**config.mk**
```make
export PLATFORM = sky130hd
export DESIGN_NAME = tsp_div_cell
export DESIGN_NICKNAME = d
export VERILOG_FILES = /design/src/rtl/core/assert_macros.svh /design/src/rtl/core/tsp_div_cell.sv
export SDC_FILE = /design/constraint.sdc
export NUM_CORES = 1
export LEC_CHECK = 0
export ABC_AREA = 1
export BUFFER_PORTS_ARGS = -buffer_cell sky130_fd_sc_hd__buf_4
export CAP_MARGIN = 20
export CORE_AREA = 2 2 125 127
export CTS_CLUSTER_DIAMETER = 80
export DETAILED_ROUTE_END_ITERATION = 10
export DIE_AREA = 0 0 127 129
export MAX_ROUTING_LAYER = met4
export PLACE_DENSITY_LB_ADDON = 0.2
export SLEW_MARGIN = 20
export SYNTH_ARGS = -nofsm -noshare
export SYNTH_HDL_FRONTEND = slang
export SYNTH_SLANG_ARGS = --single-unit
```
**constraint.sdc**
```tcl
create_clock -name clk_i -period 0.95 [get_ports clk_i]
set_input_delay 0.095 -clock clk_i [delete_from_list [all_inputs] [get_ports clk_i]]
set_output_delay 0.095 -clock clk_i [all_outputs]
set_load 0.01 [all_outputs]
```
**src/rtl/core/assert_macros.svh**
```systemverilog
// Assertion macros shared by the saturation pressure core.
`ifndef ASSERT_MACROS_SVH
`define ASSERT_MACROS_SVH

// Check a property on every clock edge outside reset.
`define TSP_ASSERT(lbl, clk, rst_n, prop) \
  lbl: assert property (@(posedge clk) disable iff (!rst_n) prop) \
    else $error("tsp core assertion failed");

// Check a property on every clock edge, reset included.
`define TSP_ASSERT_ALWAYS(lbl, clk, prop) \
  lbl: assert property (@(posedge clk) prop) \
    else $error("tsp core assertion failed");

`endif

```
**src/rtl/core/tsp_div_cell.sv**
```systemverilog
// One restoring division cell: one quotient bit per beat.
`timescale 1ns / 1ps
`default_nettype none

module tsp_div_cell #(
  parameter int unsigned DenW = 42,
  parameter int unsigned NumW = 34,
  parameter int unsigned TagW = 4
) (
  input  logic            clk_i,
  input  logic            rst_ni,
  input  logic            en_i,
  input  logic [DenW-1:0] rem_i,
  input  logic [NumW-1:0] nq_i,
  input  logic [DenW-1:0] den_i,
  input  logic [TagW-1:0] tag_i,
  output logic [DenW-1:0] rem_o,
  output logic [NumW-1:0] nq_o,
  output logic [DenW-1:0] den_o,
  output logic [TagW-1:0] tag_o
);

  logic [DenW:0]   trial;
  logic [DenW:0]   diff;
  logic            take;
  logic [DenW-1:0] rem_d, rem_q;
  logic [NumW-1:0] nq_d, nq_q;
  logic [DenW-1:0] den_q;
  logic [TagW-1:0] tag_q;

  // Shift in the next dividend bit and try the subtraction
  assign trial = {rem_i, nq_i[NumW-1]};
  assign diff  = trial - {1'b0, den_i};
  assign take  = (trial >= {1'b0, den_i});
  assign rem_d = take ? diff[DenW-1:0] : trial[DenW-1:0];
  assign nq_d  = {nq_i[NumW-2:0], take};

  // Advance the payload
  always_ff @(posedge clk_i) begin
    if (en_i) begin
      rem_q <= rem_d;
      nq_q  <= nq_d;
      den_q <= den_i;
    end
  end

  // Advance the control tag
  always_ff @(posedge clk_i or negedge rst_ni) begin
    if (!rst_ni) begin
      tag_q <= '0;
    end else if (en_i) begin
      tag_q <= tag_i;
    end
  end

  assign rem_o = rem_q;
  assign nq_o  = nq_q;
  assign den_o = den_q;
  assign tag_o = tag_q;

endmodule

`default_nettype wire

```
==> flow_summary_export.csv, run 1 <==
group,metric,value,unit
placed_design,dpl-instance-area,0.0119,mm2
synth,netlist.top_cell.by_area,"edfxtp_1",
clocking,postCtsSetupRepairBufs,31,
synth,synth-edff-count,118,
outcome,tool.error,"[ERROR DPL-0033] detailed placement checks failed during check placement.",
synth,netlist.area_leader.share,45.8,%
clocking,cts_hold_buf,106,
synth,synth_flop_cell,"edfxtp_1",
synth,synth_fp_nets,1157,
outcome,outcome,"did not finish",
synth,avgSynthCellArea,7.82,um2
synth,yosysMostFrequentCell,"nand2_1",
synth,synthCells,989,
synth,async_flop_share,3.28,%
clocking,numCtsBuffers,17,
clocking,cts.sinks,122,
synth,ys_types,35,
clocking,clk_path_buf_depth,2,
placed_design,routabilityCongestion,0.982,
floorplan,row_count,45,
synth,synth.yosys.seq_area_share,47.1,%
floorplan,fp.dieH,129,um
clocking,ctsResizeCount,345,
synth,yosys_warnings,0,
clocking,cts-root-buf,"clkbuf_16",
placed_design,dpl.hpwl,23.3,mm
floorplan,die_w,127,um
synth,syn_area,0.00773,mm2
synth,synthTopCellsByArea,"edfxtp_1 (46%), nand2_1 (19%), inv_1 (9.0%)",
placed_design,port_buffers,246,
synth,ys_ff_latch,122,
outcome,haltStage,"4_1_cts",
synth,synth_commonest_cells,"nand2_1 (389), inv_1 (185), edfxtp_1 (118)",
floorplan,ios,247,
clocking,htree_levels,4,
floorplan,start_util,51.6,%
placed_design,place_ws,-1.20,ns
## metrics by stage
| step | setup TNS (ns) | cells |
|---|---|---|
| 3_5_place_dp | -47.30 | 1596 |
| 3_3_place_gp | -45.61 | 1596 |
| 2_1_floorplan | -28.79 | 989 |
## logic make-up after synthesis
| family | Yosys count | synth area share (%) |
|---|---|---|
| and+or+nand+nor | 543 | 28.6 |
| muxes | 4 | 0.582 |
| AOI/OAI and AO/OA | 57 | 3.96 |
| buffers and inverters | 198 | 10.2 |
| adders and majority gates | 43 | 7.05 |
| DFF | 122 | 47.1 |
| xor gates and xnor gates | 22 | 2.49 |
==> run 2, diff against run 1 <==
Settings changed: CORE_AREA 2 2 125 127 to 2 2 143 145, CTS_CLUSTER_DIAMETER 80 to default, DIE_AREA 0 0 127 129 to 0 0 145 147, MAX_ROUTING_LAYER met4 to default, PLACE_DENSITY_LB_ADDON 0.2 to 0.15.
==> run 2 against run 1 <==
  * The flow now finishes, with violations (hold timing, setup timing)
  * Area after synthesis unchanged
  * Synthesized cell count unchanged
==> flow_summary_export.csv, run 2 <==
group,metric,value,unit
synth,avgSynthCellArea,7.82,um2
placed_design,dpl.hpwl,21.6,mm
synth,synth.yosys.seq_area_share,47.1,%
placed_design,dpl-instance-area,0.0120,mm2
power,ir_worst_vdd,1350,uV
timing,drv_slew,0,
drt,wire_per_inst,17.6,um
critical_path,r2r-end,"tag_o[2]",
synth,synth_fp_nets,1157,
cells_and_area,multi_input_area,0.00454,mm2
clocking,clock_latency,0.43,ns
cells_and_area,final_nets,1744,
synth,yosysMostFrequentCell,"nand2_1",
critical_path,reg2reg_slack,0.04,ns
drt,via_per_inst,4.73,
synth,ys_ff_latch,122,
clocking,clk_path_buf_depth,2,
critical_path,timing.critical_path.cells,"buf_8 -> inv_4 -> ha_4 -> nand2_2 -> nand2_4 -> buf_4 -> nand2_1 -> nand2_2 -> o21bai_1 -> buf_4 -> a21oi_1 -> nand3b_1 -> nand3_1 -> nand2_1",
synth,synth_commonest_cells,"nand2_1 (389), inv_1 (185), edfxtp_1 (118)",
clocking,clk_pin_slew,0.06,ns
clocking,cts.sinks,122,
worst_hold_path,min_from,"rem_i[13]",
timing,finClkSkew,0,ns
cells_and_area,area_delta_synth_final,95.5,%
critical_path,required,1.12,ns
synth,netlist.area_leader.share,45.8,%
critical_path,worstSetupStartpoint,"den_i[18]",
critical_path,crit_arrival,1.78,ns
clocking,htree_levels,4,
placed_design,port_buffers,246,
drt,drc,0,
grt,grt_max_degree,29,
worst_hold_path,worstHoldPathType,"in -> reg",
critical_path,crit_path_end_kind,"register",
worst_hold_path,hold_end,"rem_o[14]",
power,power,0.0207,W
critical_path,reg2regPathDepth,2,
timing,fin_crit_sh,169,%
synth,synth-edff-count,118,
timing,setup_viol,165,
power,power.static_leakage,7.38,nW
placed_design,place_ws,-1.20,ns
grt,grt_pass1_wl,48.6,mm
floorplan,die_w,145,um
synth,synthCells,989,
placed_design,placed_cells,1682,
critical_path,cp_slowest_stage_delay,0.23,ns
timing,fmax,0.623,GHz
cells_and_area,fillCellCount,1353,
floorplan,dieArea,0.0213,mm2
critical_path,crit_type,"in -> reg",
critical_path,critPathMaxFanout,4,
drt,drt_iter0_drc,563,
cells_and_area,drive_above_1_share,48.1,%
critical_path,crit_buf_inv,4,
synth,syn_area,0.00773,mm2
timing,rsz0062_at_grt,"true",
floorplan,start_util,39.0,%
timing,hold_viol_final,1,
cells_and_area,fin_cells,1859,
clocking,numCtsBuffers,17,
critical_path,crit_path_top_delay_cell,"ha_4",
worst_hold_path,min_path_cells,3,
timing,fin_crit,1.61,ns
critical_path,startpoint_type,"input pin",
floorplan,ios,247,
synth,yosys_warnings,0,
outcome,outcome,"finished, violations left",
floorplan,row_count,52,
placed_design,routabilityCongestion,0.917,
job,drv_cap,0,
synth,ys_types,35,
grt,gr-total-overflow,0,
grt,grt_usage,29.2,%
critical_path,crit_family,"simple AND/OR/NAND/NOR gates",
timing,worstMarginPinSlew,0.374,ns
cells_and_area,register_area,0.00364,mm2
synth,synth_flop_cell,"edfxtp_1",
drt,drt_first_pass_iters,5,
cells_and_area,final_common_cell,"buf_4",
floorplan,fp.dieH,147,um
synth,async_flop_share,3.28,%
power,powerDensity,1370,mW/mm2
grt,antenna_found_initial,0,
timing,worst_slack,-0.656,ns
timing,hold_slack,-0.0186,ns
drt,vias,8794,
synth,synthTopCellsByArea,"edfxtp_1 (46%), nand2_1 (19%), inv_1 (9.0%)",
clocking,cts-root-buf,"clkbuf_16",
cells_and_area,fin_area,0.0151,mm2
drt,drtAntennaViolNets,0,
critical_path,reg2reg_from,"tag_o[2]",
outcome,violations,"hold timing, setup timing",
synth,netlist.top_cell.by_area,"edfxtp_1",
clocking,tritoncts,"built",
cells_and_area,most-common-layout-cells,"buf_4 (329), nand2_1 (291), inv_1 (143)",
grt,grt_pass1_vias,9038,
cells_and_area,insertedDiodeCount,0,
floorplan,core_area,0.0198,mm2
timing,slew-limit-headroom,74.9,%
drt,wirelength,32.7,mm
-- run 2: cell counts after synthesis --
No cell type changed its count.
-- run 2: timing repair --
action	4_1_cts	5_1_grt
setup buffers	19	9
gates cloned	1	1
hold endpoints to repair	118	0
setup endpoints to repair	165	165
pin swaps	31	15
resized for setup	222	113
hold buffers	115	0
-- run 2: cells by family after synthesis --
| kind of cell | after synthesis | synth area share (%) |
|---|---|---|
| and+or+nand+nor | 543 | 28.6 |
| buffers and inverters | 198 | 10.2 |
| DFF | 122 | 47.1 |
| AOI/OAI and AO/OA | 57 | 3.96 |
| adders and majority gates | 43 | 7.05 |
| xor gates and xnor gates | 22 | 2.49 |
| muxes | 4 | 0.582 |
-- run 2: area by class of cell --
type	count	area share [%]
clock inverters	13	0.795
clock buffers	19	2.93
inverters	190	5.21
multi-input cells	669	30.0
repair buffers	576	34.7
flip-flops and latches	122	24.1
well taps	270	2.23
-- run 2: power by group --
| group | internal [W] | switching [W] |
|---|---|---|
| clock network | 0.00370 | 0.00272 |
| logic | 0.00388 | 0.00346 |
| registers | 0.00660 | 0.000296 |
-- run 2: worst reg2reg max path: stages, from the launching register on --
cell and delay, ns:
dfrtp_1 0.40, buf_4 0.14, mux2_2 0.26
-- run 2: per-layer routing --
metal  part of all wire [%]  global-route usage (%)
met1                     42                    36.6
met2                     51                    52.0
met3                    5.1                    5.62
met4                    2.2                    7.33
met5                      0                       0
-- run 2: how the worst max path moves through the flow --
stage                      to  slack, ns  cells after the start
CTS                 rem_o[14]      -0.56                     15
floorplan           rem_o[32]      -0.70                     14
global placement    rem_o[24]      -1.16                     15
global route        rem_o[26]      -0.74                     11
finish              rem_o[29]      -0.66                     14
detailed placement  rem_o[24]      -1.20                     15
-- run 2: per-stage QoR --
step,TNS [ns],utilization (%)
finish,-37.57,76.2
global placement,-47.29,60.6
floorplan,-28.79,-
global route,-44.63,76.2
detailed placement,-47.79,60.6
CTS,-34.20,73.7
(Power assumes the default switching activity.)
==> run 3, diff against run 2 <==
Clock period 0.95 ns to 1.95 ns, I/O delays scaled along.
==> run 3 against run 2 <==
  * The run now ends clean
  * Total power is 54% lower
  * Non-clock buffer count is 89 lower
  * Cell count is 4.8% lower
  * Sequential share of layout area is 4.8 points higher
  * Hold slack better by 0.029 ns
  * Final area is 17% lower
  * First-iteration DRC count is 39% lower
  * Largest cell class unchanged
  * Largest power group is now clock
==> flow_summary_export.csv, run 3 (same netlist as run 2, synthesis figures left out) <==
group,metric,value,unit
outcome,outcome,"finished, final reports clean",
critical_path,timing.critical_path.cells,"buf_4 -> inv_1 -> ha_2 -> buf_4 -> nand2_2 -> inv_1 -> nand2_1 -> nand2_1 -> nand2_1 -> nand2_1 -> a21oi_2 -> nand2_2 -> nand2_2 -> nand2_4 -> buf_6 -> nand3_1 -> nand2_1",
critical_path,crit_type,"in -> reg",
floorplan,start_util,39.0,%
power,sw_frac_of_total,29.0,%
timing,fin_crit_sh,94.2,%
placed_design,place_ws,-0.468,ns
grt,antenna_found_initial,0,
power,p_seq_share,34.9,%
drt,wirelength,26.3,mm
cells_and_area,fin_cells,1770,
job,drv_cap,0,
timing,fmax,0.544,GHz
timing,rsz0062_at_grt,"true",
drt,drtAntennaViolNets,0,
placed_design,placed_cells,1659,
drt,drt_iter0_drc,343,
floorplan,core_area,0.0198,mm2
floorplan,ios,247,
timing,finClkSkew,0,ns
drt,routed.top_layer,"met4",
drt,dr_wl_met2,12.4,mm
timing,hold_viol_final,0,
cells_and_area,final_common_cell,"buf_4",
floorplan,dieArea,0.0213,mm2
timing,fin_crit,1.84,ns
floorplan,row_count,52,
critical_path,critPathMaxFanout,12,
critical_path,crit_arrival,2.02,ns
clocking,cts.sinks,122,
drt,wire_per_inst,14.8,um
critical_path,cp_slowest_stage_delay,0.29,ns
power,p_comb_share,28.1,%
cells_and_area,register_area,0.00364,mm2
clocking,htree_levels,4,
critical_path,crit_path_end_kind,"register",
clocking,numCtsBuffers,17,
cells_and_area,final_nets,1655,
clocking,tritoncts,"built",
power,ir_worst_vdd,609,uV
cells_and_area,most-common-layout-cells,"buf_4 (403), nand2_1 (381), inv_1 (185)",
drt,via_per_inst,4.40,
cells_and_area,fin_area,0.0126,mm2
clocking,clk_pin_slew,0.06,ns
grt,grt_pass1_wl,41.8,mm
floorplan,die_w,145,um
critical_path,required,2.13,ns
power,power,0.00946,W
clocking,clk_path_buf_depth,2,
floorplan,fp.dieH,147,um
critical_path,startpoint_type,"input pin",
placed_design,port_buffers,246,
clocking,cts-root-buf,"clkbuf_16",
placed_design,dpl-instance-area,0.0111,mm2
critical_path,crit_path_top_delay_cell,"ha_2",
timing,hold_slack,0.0102,ns
grt,grt_max_degree,44,
drt,drc,0,
timing,slew-limit-headroom,69.4,%
grt,grt_usage,25.1,%
placed_design,dpl.hpwl,20.0,mm
power,power.static_leakage,6.61,nW
timing,worstMarginPinSlew,0.459,ns
drt,drt_first_pass_iters,5,
worst_hold_path,worstHoldPathType,"in -> reg",
placed_design,routabilityCongestion,0.933,
clocking,clock_latency,0.43,ns
power,powerDensity,750,mW/mm2
drt,vias,7789,
power,power_frac_clock,37.0,%
drt,wirelength_met1,11.9,mm
cells_and_area,insertedDiodeCount,0,
cells_and_area,fillCellCount,1783,
cells_and_area,drive_above_1_share,32.0,%
timing,drv_slew,0,
cells_and_area,multi_input_area,0.00337,mm2
timing,worst_slack,0.112,ns
power,power.internal,0.00672,W
drt,dr_wl_met3,1.33,mm
critical_path,reg2reg_slack,1.18,ns
critical_path,cpMostUsedCell,"nand2_1",
grt,grt_pass1_vias,8149,
timing,setup_viol,0,
cells_and_area,area_delta_synth_final,63.1,%
power,p_switching,0.00274,W
grt,gr-total-overflow,0,
-- run 3: worst paths after layout --
kind | end | cells after the start | startpoint
max reg2reg | tag_o[0] | 1 | tag_o[0]
min | tag_o[1] | 2 | tag_i[1]
min in group asynchronous | tag_o[3] | 2 | rst_ni
max in group asynchronous | tag_o[1] | 2 | rst_ni
min reg2reg | tag_o[3] | 1 | tag_o[3]
max | rem_o[25] | 17 | den_i[21]
-- run 3: final cells by class --
cell class	instances	share of cell area, %
well taps	270	2.68
inverters	190	5.68
clock inverters	14	1.65
clock buffers	18	3.40
repair buffers	487	31.0
multi-input cells	669	26.7
flip-flops and latches	122	28.9
-- run 3: metrics by stage --
stage,utilization [%],TNS (ns)
2_1_floorplan,-,0
3_3_place_gp,56.0,-14.81
3_5_place_dp,56.0,-15.16
4_1_cts,63.2,0
5_1_grt,63.5,-0.0122
6_report,63.5,0
-- run 3: metal layers --
metal | global-route usage (%) | vias up
li1 | - | 4093
met1 | 32.2 | 3431
met2 | 42.8 | 226
met3 | 4.94 | 39
met4 | 8.42 | 0
met5 | 0 | -
-- run 3: timing repair --
item,in CTS,in global routing
setup buffers,0,0
endpoints found under the setup margin,1,42
gates cloned,0,0
resized for setup,1,20
hold buffers,79,0
hold endpoints to repair,82,0
-- run 3: power groups by stage --
stage | Combinational [W] | Sequential, W | Clock, W
after floorplan | 0.000971 | 0.00348 | 0
after global placement | 0.00248 | 0.00334 | 0
after detailed placement | 0.00250 | 0.00334 | 0
after CTS | 0.00264 | 0.00329 | 0.00355
after global routing | 0.00293 | 0.00333 | 0.00365
final | 0.00266 | 0.00330 | 0.00350
-- run 3: worst max-delay path, delay by kind of cell --
family / cells / cell delay [ns]
fa+ha+maj: 1 / 0.29
simple gates: 10 / 0.85
buf+inv: 5 / 0.52
compound gates: 1 / 0.14
==> run 4, diff against run 3 <==
--- a/config.mk
+++ b/config.mk
@@ -8,3 +8,3 @@
 export ABC_AREA = 1
-export BUFFER_PORTS_ARGS = -buffer_cell sky130_fd_sc_hd__buf_4
+export BUFFER_PORTS_ARGS = -buffer_cell sky130_fd_sc_hd__buf_2
 export CAP_MARGIN = 20
==> constraint.sdc (replaced) <==
create_clock -name clk_i -period 1.95 [get_ports clk_i]
set_input_delay 0.39 -clock clk_i [delete_from_list [all_inputs] [get_ports clk_i]]
set_output_delay 0.39 -clock clk_i [all_outputs]
set_load 0.01 [all_outputs]
==> run 4 against run 3 <==
  * The flow now finishes with violations (setup timing)
  * Critical path depth is 1 lower
  * Sequential share of layout area is 1.0 points higher
  * Final area is 3.4% lower
  * Global-route usage is 1.6 points lower
  * Wire length is 1.2% lower
  * Cell count is 4.1% lower
  * Count of clock-buffer cells in the layout stayed put
  * Critical path type unchanged
==> flow_summary_export.csv, run 4 (same netlist as run 2, synthesis figures left out) <==
group,metric,value,unit
timing,hold_viol_final,0,
critical_path,timing.critical_path.cells,"buf_2 -> inv_1 -> ha_4 -> buf_4 -> nand2_4 -> nor2_4 -> nand3_2 -> nand3_4 -> nand2_4 -> nand2_4 -> nand2_4 -> nand2_8 -> inv_8 -> buf_12 -> nand2_1 -> nand2_1",
clocking,clk_path_buf_depth,2,
critical_path,cp_slowest_stage_delay,0.29,ns
cells_and_area,area_delta_synth_final,57.5,%
floorplan,die_w,145,um
timing,setup_tns,-0.00863,ns
floorplan,ios,247,
critical_path,crit_path_end_kind,"register",
clocking,clk_pin_slew,0.06,ns
clocking,cts-root-buf,"clkbuf_16",
grt,grt_usage,23.5,%
drt,vias,7680,
grt,grt_pass1_vias,7571,
timing,slew-limit-headroom,73.6,%
timing,fin_crit,1.96,ns
floorplan,fp.dieH,147,um
drt,wire_per_inst,15.3,um
clocking,cts.sinks,122,
clocking,htree_levels,4,
timing,fin_crit_sh,100,%
cells_and_area,register_area,0.00364,mm2
placed_design,port_buffers,246,
floorplan,dieArea,0.0213,mm2
placed_design,placed_cells,1649,
cells_and_area,multi_input_area,0.00415,mm2
cells_and_area,drive_above_1_share,42.2,%
drt,drt_first_pass_iters,5,
critical_path,critPathMaxFanout,10,
grt,gr-total-overflow,0,
clocking,clock_latency,0.42,ns
timing,finClkSkew,0,ns
grt,grt_max_degree,50,
critical_path,cpMostUsedCell,"nand2_4",
drt,via_per_inst,4.52,
placed_design,dpl.hpwl,20.0,mm
timing,worst_slack,-0.00863,ns
timing,fmax,0.511,GHz
outcome,violations,"setup timing",
drt,drt_iter0_drc,353,
worst_hold_path,min_path_cells,1,
cells_and_area,final_common_cell,"nand2_1",
power,powerDensity,769,mW/mm2
critical_path,crit_type,"in -> reg",
timing,drv_slew,0,
floorplan,core_area,0.0198,mm2
critical_path,crit_buf_inv,5,
clocking,tritoncts,"built",
cells_and_area,fillCellCount,1797,
critical_path,required,2.12,ns
timing,worstMarginPinSlew,0.392,ns
critical_path,crit_arrival,2.13,ns
drt,wirelength,26.0,mm
grt,antenna_found_initial,0,
power,power.static_leakage,6.24,nW
critical_path,critical_path_depth,16,
timing,rsz0062_at_grt,"true",
outcome,outcome,"finished, violations left",
critical_path,crit_family,"simple AND/OR/NAND/NOR gates",
worst_hold_path,worstHoldPathType,"in -> reg",
grt,grt_pass1_wl,39.0,mm
job,drv_cap,0,
critical_path,crit_path_top_delay_cell,"ha_4",
critical_path,reg2regPathDepth,1,
floorplan,row_count,52,
placed_design,routabilityCongestion,0.899,
critical_path,reg2reg_slack,1.21,ns
cells_and_area,most-common-layout-cells,"nand2_1 (341), buf_2 (245), inv_1 (174)",
cells_and_area,fin_util,61.4,%
critical_path,startpoint_type,"input pin",
cells_and_area,fin_cells,1698,
timing,setup_viol,1,
drt,drtAntennaViolNets,0,
cells_and_area,final_nets,1583,
cells_and_area,insertedDiodeCount,0,
drt,drc,0,
power,ir_worst_vdd,602,uV
floorplan,start_util,39.0,%
clocking,numCtsBuffers,17,
run 4: cell types whose count changed in the layout (fill, tap and decap cells not counted), moves of 7 or more:
cell           before  now
nand2_1           381  341
inv_2               2   11
inv_1             185  174
ha_1               41    4
dlygate4sd3_1      79    1
ha_4                0   38
buf_2               0  245
nor2_4              1    9
a21oi_1            34   27
buf_4             403  155
nand2_2            12   45
nor2_1             62   49
run 4: cell type report:
type	count	area share (%)
Tap cell	270	2.77
Sequential cell	122	29.9
Clock inverter	14	1.56
Clock buffer	18	3.52
Timing Repair Buffer	415	22.1
Inverter	190	6.00
Multi-Input combinational cell	669	34.1
run 4: power by group:
group / switching, W / leakage, nW / total, W / internal [W]
Combinational: 0.00145 / 4.74 / 0.00269 / 0.00124
Sequential: 0.0000633 / 1.20 / 0.00327 / 0.00321
Clock: 0.00135 / 0.300 / 0.00340 / 0.00205
run 4: metrics by stage:
stage / power [W] / cell area [um2] / worst slack, ns / hold WS (ns)
after global placement: 0.00575 / 10900 / -0.698 / 0.200
after floorplan: 0.00457 / 8230 / 0.000396 / 0.0944
final: 0.00936 / 12200 / -0.00863 / 0.136
after detailed placement: 0.00578 / 10900 / -0.736 / 0.200
after global routing: 0.00979 / 12200 / -0.0784 / 0.122
after CTS: 0.00927 / 11800 / 0.0000584 / 0.128
run 4: metal layers:
layer / part of all wire, % / track usage, % / up-vias
li1: - / - / 3966
met1: 46 / 30.8 / 3450
met5: 0 / 0 / -
met2: 47 / 40.2 / 238
met3: 5.3 / 4.94 / 26
met4: 1.9 / 5.35 / 0
run 4: path summary, 6_finish.rpt:
check	startpoint	endpoint
worst max-delay path	den_i[9]	rem_o[18]
worst min-delay path	nq_i[16]	nq_o[17]
worst max register to register	tag_o[0]	tag_o[0]
worst min register to register	tag_o[1]	tag_o[1]
max in group asynchronous	rst_ni	tag_o[1]
min in group asynchronous	rst_ni	tag_o[0]
run 4: what timing repair did:
item / 4_1_cts / 5_1_grt
gates resized for setup: 33 / 79
setup endpoints to repair: 43 / 42
pin swaps: 6 / 17
endpoints found under the hold margin: 4 / 0
buffers inserted: 3 / 6
hold buffers: 1 / 0
gates cloned: 2 / 5
